[src/sv/lgs_pkg.sv]
// ----------------------------------------------------------------------------
// lgs_pkg
// Shared codes, field widths and rule constants for the life grid step block.
// ----------------------------------------------------------------------------
package lgs_pkg;

    localparam int CMD_W = 2;
    localparam int ROW_W = 5;
    localparam int COL_W = 5;
    localparam int OUT_W = 32;

    // neighbour count: 0..8
    localparam int CNT_W = 4;

    localparam logic [CMD_W-1:0] CMD_SET  = 2'd0;
    localparam logic [CMD_W-1:0] CMD_STEP = 2'd1;
    localparam logic [CMD_W-1:0] CMD_READ = 2'd2;

    localparam logic [CNT_W-1:0] BIRTH_COUNT  = 4'd3;
    localparam logic [CNT_W-1:0] SURVIVE_LOW  = 4'd2;
    localparam logic [CNT_W-1:0] SURVIVE_HIGH = 4'd3;

    typedef logic [CNT_W-1:0] nbr_cnt_t;

endpackage

[src/sv/life_grid_generation_step_top.sv]
// ----------------------------------------------------------------------------
// life_grid_generation_step_top
// Bit grid of cells with set, read-row and B3/S23 generation-step commands.
// ----------------------------------------------------------------------------
//
//  channel   | handshake               | word
//  ----------+-------------------------+-----------------------------------
//  command   | start & !busy accepts   | command, row, col
//  result    | done, one cycle, no hold| row_cells (zero unless a read)
//
//  An ignored command (bad row/col or unused code) never leaves idle; it
//  only raises the result strobe, which is registered. The advance is bound
//  by the row sweep: one row read and one row written back per cycle
//  through the grid RAM. Reset clears the per-row valid bits at once (no
//  clearing pass): a row never written since reset reads as all dead. The
//  receiver cannot stall; busy stays high only while a command is at work.
//
module life_grid_generation_step_top #(
    parameter int GRID_ROWS = 32,
    parameter int GRID_COLS = 32
) (
    input  logic                            clk,
    input  logic                            rst_n,
    input  logic                            start,
    output logic                            busy,
    input  logic [lgs_pkg::CMD_W-1:0]       command,
    input  logic [lgs_pkg::ROW_W-1:0]       row,
    input  logic [lgs_pkg::COL_W-1:0]       col,
    output logic                            done,
    output logic [lgs_pkg::OUT_W-1:0]       row_cells
);

    localparam int AW = $clog2(GRID_ROWS);

    // sequencer states
    localparam logic [2:0] ST_IDLE   = 3'd0;
    localparam logic [2:0] ST_SET_WR = 3'd1;  // OR the new cell into the row read
    localparam logic [2:0] ST_RD_OUT = 3'd2;  // row data back from RAM
    localparam logic [2:0] ST_FILL   = 3'd3;  // row 0 arrives, row 1 requested
    localparam logic [2:0] ST_RUN    = 3'd4;  // one row out per cycle

    logic [2:0]           state_reg, state_next;
    logic [AW-1:0]        addr_reg, addr_next;      // set target / sweep row
    logic [GRID_COLS-1:0] mask_reg, mask_next;
    logic [GRID_COLS-1:0] prev_reg, prev_next;      // old row r-1
    logic [GRID_COLS-1:0] cur_reg, cur_next;        // old row r
    logic [GRID_ROWS-1:0] vld_reg, vld_next;
    logic                 rd_vld_reg;
    logic                 done_reg, done_next;
    logic [lgs_pkg::OUT_W-1:0] cells_reg, cells_next;

    // RAM port signals
    logic                 ram_we, ram_re;
    logic [AW-1:0]        ram_waddr, ram_raddr;
    logic [GRID_COLS-1:0] ram_wdata, ram_q, q_data;

    logic                 accept;
    logic [8:0]           row_ext;
    logic [6:0]           col_ext;
    logic                 row_ok, col_ok;
    logic [AW-1:0]        in_addr;
    logic [GRID_COLS-1:0] in_mask;
    logic [AW:0]          ahead;                     // sweep row + 2
    logic                 last_row;
    logic [GRID_COLS-1:0] below_row, new_row;
    logic [lgs_pkg::OUT_W-1:0] rd_word;

    assign accept  = start & (state_reg == ST_IDLE);
    assign busy    = (state_reg != ST_IDLE);
    assign done      = done_reg;
    assign row_cells = cells_reg;

    assign row_ext = {4'b0, row};
    assign col_ext = {2'b0, col};
    assign row_ok  = (row_ext < 9'(GRID_ROWS));
    assign col_ok  = (col_ext < 7'(GRID_COLS));
    assign in_addr = row_ext[AW-1:0];
    assign in_mask = {{(GRID_COLS-1){1'b0}}, 1'b1} << col;

    // rows never written since reset read as dead
    assign q_data = ram_q & {GRID_COLS{rd_vld_reg}};

    assign ahead    = {1'b0, addr_reg} + (AW+1)'(2);
    assign last_row = (addr_reg == AW'(GRID_ROWS-1));
    assign below_row = last_row ? '0 : q_data;

    // only columns 0..31 are visible on the result
    generate
        if (GRID_COLS >= lgs_pkg::OUT_W)
        begin : g_wide
            assign rd_word = q_data[lgs_pkg::OUT_W-1:0];
        end
        else
        begin : g_narrow
            assign rd_word = {{(lgs_pkg::OUT_W-GRID_COLS){1'b0}}, q_data};
        end
    endgenerate

    lgs_ram #(
        .WIDTH (GRID_COLS),
        .DEPTH (GRID_ROWS)
    ) u_grid_ram (
        .clk   (clk),
        .we    (ram_we),
        .waddr (ram_waddr),
        .wdata (ram_wdata),
        .re    (ram_re),
        .raddr (ram_raddr),
        .rdata (ram_q)
    );

    lgs_row_rule #(
        .COLS (GRID_COLS)
    ) u_row_rule (
        .above    (prev_reg),
        .center   (cur_reg),
        .below    (below_row),
        .next_row (new_row)
    );

    always_comb
    begin
        state_next = state_reg;
        addr_next  = addr_reg;
        mask_next  = mask_reg;
        prev_next  = prev_reg;
        cur_next   = cur_reg;
        vld_next   = vld_reg;
        done_next  = 1'b0;
        cells_next = '0;
        ram_we     = 1'b0;
        ram_waddr  = addr_reg;
        ram_wdata  = new_row;
        ram_re     = 1'b0;
        ram_raddr  = in_addr;

        case (state_reg)
            ST_IDLE:
            begin
                if (accept)
                begin
                    addr_next = in_addr;
                    mask_next = in_mask;
                    case (command)
                        lgs_pkg::CMD_SET:
                        begin
                            if (row_ok && col_ok)
                            begin
                                ram_re     = 1'b1;
                                state_next = ST_SET_WR;
                            end
                            else
                            begin
                                done_next = 1'b1;
                            end
                        end
                        lgs_pkg::CMD_READ:
                        begin
                            if (row_ok)
                            begin
                                ram_re     = 1'b1;
                                state_next = ST_RD_OUT;
                            end
                            else
                            begin
                                done_next = 1'b1;
                            end
                        end
                        lgs_pkg::CMD_STEP:
                        begin
                            ram_re     = 1'b1;
                            ram_raddr  = '0;
                            addr_next  = '0;
                            state_next = ST_FILL;
                        end
                        default:
                        begin
                            done_next = 1'b1;
                        end
                    endcase
                end
            end
            ST_SET_WR:
            begin
                ram_we             = 1'b1;
                ram_wdata          = q_data | mask_reg;
                vld_next[addr_reg] = 1'b1;
                done_next          = 1'b1;
                state_next         = ST_IDLE;
            end
            ST_RD_OUT:
            begin
                done_next  = 1'b1;
                cells_next = rd_word;
                state_next = ST_IDLE;
            end
            ST_FILL:
            begin
                // grid has at least three rows, so row 1 exists
                ram_re     = 1'b1;
                ram_raddr  = AW'(1);
                prev_next  = '0;
                cur_next   = q_data;
                state_next = ST_RUN;
            end
            ST_RUN:
            begin
                // q_data is old row r+1; writes stay behind the read pointer
                ram_we             = 1'b1;
                vld_next[addr_reg] = 1'b1;
                prev_next          = cur_reg;
                cur_next           = q_data;
                if (ahead < (AW+1)'(GRID_ROWS))
                begin
                    ram_re    = 1'b1;
                    ram_raddr = ahead[AW-1:0];
                end
                if (last_row)
                begin
                    done_next  = 1'b1;
                    state_next = ST_IDLE;
                end
                else
                begin
                    addr_next = addr_reg + AW'(1);
                end
            end
            default:
            begin
                state_next = ST_IDLE;
            end
        endcase
    end

    always_ff @(posedge clk or negedge rst_n)
    begin
        if (!rst_n)
        begin
            state_reg  <= ST_IDLE;
            vld_reg    <= '0;
            rd_vld_reg <= 1'b0;
            done_reg   <= 1'b0;
        end
        else
        begin
            state_reg <= state_next;
            vld_reg   <= vld_next;
            done_reg  <= done_next;
            if (ram_re)
            begin
                rd_vld_reg <= vld_reg[ram_raddr];
            end
        end
    end

    always_ff @(posedge clk)
    begin
        addr_reg  <= addr_next;
        mask_reg  <= mask_next;
        prev_reg  <= prev_next;
        cur_reg   <= cur_next;
        cells_reg <= cells_next;
    end

endmodule

[src/sv/lgs_ram.sv]
// ----------------------------------------------------------------------------
// lgs_ram
// Generic simple dual-port RAM: one write port, one read port, registered read.
// ----------------------------------------------------------------------------
module lgs_ram #(
    parameter int WIDTH = 32,
    parameter int DEPTH = 32
) (
    input  logic                     clk,
    input  logic                     we,
    input  logic [$clog2(DEPTH)-1:0] waddr,
    input  logic [WIDTH-1:0]         wdata,
    input  logic                     re,
    input  logic [$clog2(DEPTH)-1:0] raddr,
    output logic [WIDTH-1:0]         rdata
);

    logic [WIDTH-1:0] mem [DEPTH];

    always_ff @(posedge clk)
    begin
        if (we)
        begin
            mem[waddr] <= wdata;
        end
        if (re)
        begin
            rdata <= mem[raddr];
        end
    end

endmodule

[src/sv/lgs_row_rule.sv]
// ----------------------------------------------------------------------------
// lgs_row_rule
// Next-generation bits of one row from a three-row window (B3/S23, no wrap).
// ----------------------------------------------------------------------------
module lgs_row_rule #(
    parameter int COLS = 32
) (
    input  logic [COLS-1:0] above,
    input  logic [COLS-1:0] center,
    input  logic [COLS-1:0] below,
    output logic [COLS-1:0] next_row
);

    // bit c of *_w holds column c-1, bit c of *_e holds column c+1; edges read 0
    logic [COLS-1:0] above_w, above_e, center_w, center_e, below_w, below_e;

    assign above_w  = above  << 1;
    assign above_e  = above  >> 1;
    assign center_w = center << 1;
    assign center_e = center >> 1;
    assign below_w  = below  << 1;
    assign below_e  = below  >> 1;

    always_comb
    begin
        lgs_pkg::nbr_cnt_t n;
        n = '0;
        next_row = '0;
        for (int c = 0; c < COLS; c++)
        begin
            n = lgs_pkg::nbr_cnt_t'(above_w[c]) + lgs_pkg::nbr_cnt_t'(above[c])
              + lgs_pkg::nbr_cnt_t'(above_e[c]) + lgs_pkg::nbr_cnt_t'(center_w[c])
              + lgs_pkg::nbr_cnt_t'(center_e[c]) + lgs_pkg::nbr_cnt_t'(below_w[c])
              + lgs_pkg::nbr_cnt_t'(below[c]) + lgs_pkg::nbr_cnt_t'(below_e[c]);
            if (center[c])
            begin
                next_row[c] = n inside {[lgs_pkg::SURVIVE_LOW:lgs_pkg::SURVIVE_HIGH]};
            end
            else
            begin
                next_row[c] = (n == lgs_pkg::BIRTH_COUNT);
            end
        end
    end

endmodule

[config.mk]
export PLATFORM = sky130hd
export DESIGN_NAME = life_grid_generation_step_top
export DESIGN_NICKNAME = d
export VERILOG_FILES = /design/src/sv/lgs_pkg.sv /design/src/sv/life_grid_generation_step_top.sv /design/src/sv/lgs_ram.sv /design/src/sv/lgs_row_rule.sv
export SDC_FILE = /design/constraint.sdc
export NUM_CORES = 2
export LEC_CHECK = 0
export BUFFER_PORTS_ARGS = -buffer_cell sky130_fd_sc_hd__buf_2
export CAP_MARGIN = 20
export CORE_MARGIN = 2
export CORE_UTILIZATION = 57
export DETAILED_ROUTE_END_ITERATION = 8
export GPL_TIMING_DRIVEN = 0
export HOLD_SLACK_MARGIN = 0.02
export PLACE_DENSITY_LB_ADDON = 0.3
export SYNTH_ARGS = -nofsm -noshare
export SYNTH_HDL_FRONTEND = slang
export SYNTH_SLANG_ARGS = --single-unit
[constraint.sdc]
create_clock -name clk -period 5 [get_ports clk]
set_input_delay 0.25 -clock clk [delete_from_list [all_inputs] [get_ports clk]]
set_output_delay 0.25 -clock clk [all_outputs]
set_load 0.02 [all_outputs]
==> out/qor.csv <==
metric,value,unit
setup_viol,0,
avgSynthCellArea,16.23,um^2
grtUsageTotal,25.20,%
synth_top_area_share,64.52,%
path_class,register to register,
regMostFlops,u_grid_ram.mem,
start_util,57.61,%
vias_per_cell,5.885,
final_cell_mix,"edfxtp_1 (1157), mux2i_1 (785), inv_1 (203)",
leakage,23.27,nW
largest_register_ffs,1024,
worstSetupEndpoint,u_grid_ram.mem[29][20],
status,finished clean,
clk_path_buf_depth,3,
cap_violations,0,
clock_latency,690,ps
antenna_found_initial,0,
final_common_cell,edfxtp_1,
grt_overflow,0,
crit_start,addr_reg[2],
internal-power,21.46,mW
arrival,5330,ps
io_buffers,48,
rsz0062_at_grt,no,
synth_seq_area_share,67.43,%
die_area,0.09695,mm^2
core_area,0.09347,mm^2
combPwrFrac,26.8,%
synth-edff-count,1157,
r2r_end,u_grid_ram.mem[29][20],
synth_nets,3561,
cts.sinks,1226,
max_slew.worst_pin.slew,1038,ps
grt_pass1_vias,29330,
seq_power_share,45.6,%
end_kind,register,
rows,112,
wl,122.1,mm
synthTopCellsByArea,"edfxtp_1 (65%), mux2i_1 (15%), fa_1 (4.6%)",
relSlewSlack,30.82,%
p_sw_share,30.57,%
die_w,311.4,um
crit_path_max_fanout,26,
detail-route-antenna-nets,0,
yosys_warnings,0,
via_count,28980,
finalWeightedCongestion,0.8829,
r2r_slack,190,ps
cts_tree,done,
area_growth,13.45,%
reg2reg_depth,13,
hp-class,primary input to register,
drc,0,
synth_area,0.05385,mm^2
dp_hpwl,84.45,mm
detail_route.wl_per_cell,24.80,um
r2r_start,addr_reg[2],
cts_buffers,115,
ctsRootBufferMaster,clkbuf_16,
diodes,0,
power.switching,9.452,mW
drtIter0Drc,2710,
dp.cells,4692,
startpoint_type,register,
crit_required,5510,ps
grt_pass1_wl,181.7,mm
synth_area_leader_cell,edfxtp_1,
layout_min_cycle_time,4812,ps
clockPowerShare,27.6,%
synth_ff_type,edfxtp_1,
ys_seq_elements,1226,
firstDrtPassIters,5,
async_reset_ff_share,3.018,%
syn_inst,3318,
fin_crit_sh,96.24,%
max_freq,0.2078,GHz
fin_skew,20.07,ps
die_h,311.4,um
ys_types,58,
drive_gt1_share,14.22,%
min_path_cells,3,
finalNetCount,3814,
grt_max_degree,51,
pin_count,49,
instances_no_fill,4924,
cts_max_level,3,
hold_viol,0,
power,30.92,mW
path_clk_slew,70,ps
final_max_slew_viol_count,0,
power.density,506.0,mW/mm^2
ir_drop,0.0003160,V
==> through the flow <==
step	area [um^2]	setup slack [ps]	hold WS [ps]	utilization [%]	TNS, ps
4_1_cts	61050	105.3	62.39	65.31	0
6_report	61100	187.8	103.0	65.37	0
2_1_floorplan	53850	52.55	-45.59	-	0
5_1_grt	61100	0.8908	112.1	65.37	0
3_3_place_gp	55660	-2664	401.9	59.55	-2552070
3_5_place_dp	57230	-187.3	407.2	61.23	-25700
==> how the worst min path moves through the flow <==
stage          startpoint      endpoint  slack (ps)
6_report           col[1]  mask_reg[18]         100
2_1_floorplan       rst_n          done         -50
4_1_cts            col[1]  mask_reg[10]          60
3_3_place_gp        rst_n   vld_reg[21]         400
5_1_grt            col[1]  mask_reg[10]         110
3_5_place_dp        rst_n   vld_reg[21]         410
==> per-layer routing <==
layer  global-route usage, %  vias to the layer above  wire length, um
li1                        -                    13020                -
met1                   34.23                    14660            50020
met2                   40.98                     1110            58610
met3                   5.191                      197             9991
met4                   8.235                        0             3501
met5                       0                        -                0
==> layout make-up <==
cell class	instances	area [um^2]
tap	1254	1569
inverter	203	762.0
timing repair buffer	135	1622
clock buffer	135	3004
multi-input combinational	1745	16260
buffer	145	884.6
clock inverter	81	681.9
fill	6361	32370
sequential	1226	36310
==> repair_timing <==
item | 4_1_cts | 5_1_grt
resized for setup | 5 | 5
hold buffers | 10 | 0
pin swaps | 0 | 1
endpoints found under the setup margin | 315 | 535
setup buffers | 0 | 2
gates cloned | 1 | 0
hold endpoints to repair | 45 | 0
==> cells by family after synthesis <==
| kind of cell | count (synthesis) | share of synthesized area (%) |
|---|---|---|
| XOR/XNOR | 3 | 0.04880 |
| AND/OR/NAND/NOR | 437 | 4.549 |
| flip-flops | 1226 | 67.43 |
| AO/OA/AOI/OAI | 288 | 3.227 |
| buffers and inverters | 348 | 3.048 |
| adder cells (fa/ha/maj) | 228 | 7.026 |
| multiplexers | 788 | 14.67 |
==> power groups by stage <==
stage	sequential (mW)	combinational, mW	clock, mW
global placement	14.7	6.82	0
global route	14.1	9.04	9.01
finish	14.1	8.28	8.54
CTS	14.1	8.19	8.62
detailed placement	14.3	8.07	0
floorplan	14.4	4.64	0
==> worst max-delay path, stage by stage, from the launching register on <==
cell and delay [ps]:
edfxtp_1 430, clkbuf_1 380, and3_1 270, ha_2 360, clkbuf_2 290, nand2b_1 280
fa_1 490, fa_1 450, fa_1 400, nor3_1 190, mux2i_1 90, a211o_1 290
o21ai_2 430, buf_8 260
==> synth_stat cells, types with 12 or more instances <==
library cell  instances
buf_4                39
a21oi_1              28
or2_2                33
and3_1               35
nand2_1              40
and2_1               40
nor2b_1              50
nor2_1              102
nand2b_1             33
fa_1                124
inv_1               203
edfxtp_1           1157
mux2i_1             785
buf_6                17
dfrtp_1              37
buf_2                49
nand3b_1             12
clkbuf_1             34
o22ai_1             128
dfxtp_1              32
o21ai_0              90
nor4b_1              20
nor3_1               14
ha_1                104
nor4_1               33
Note: power is estimated with default switching activity, not from simulation.
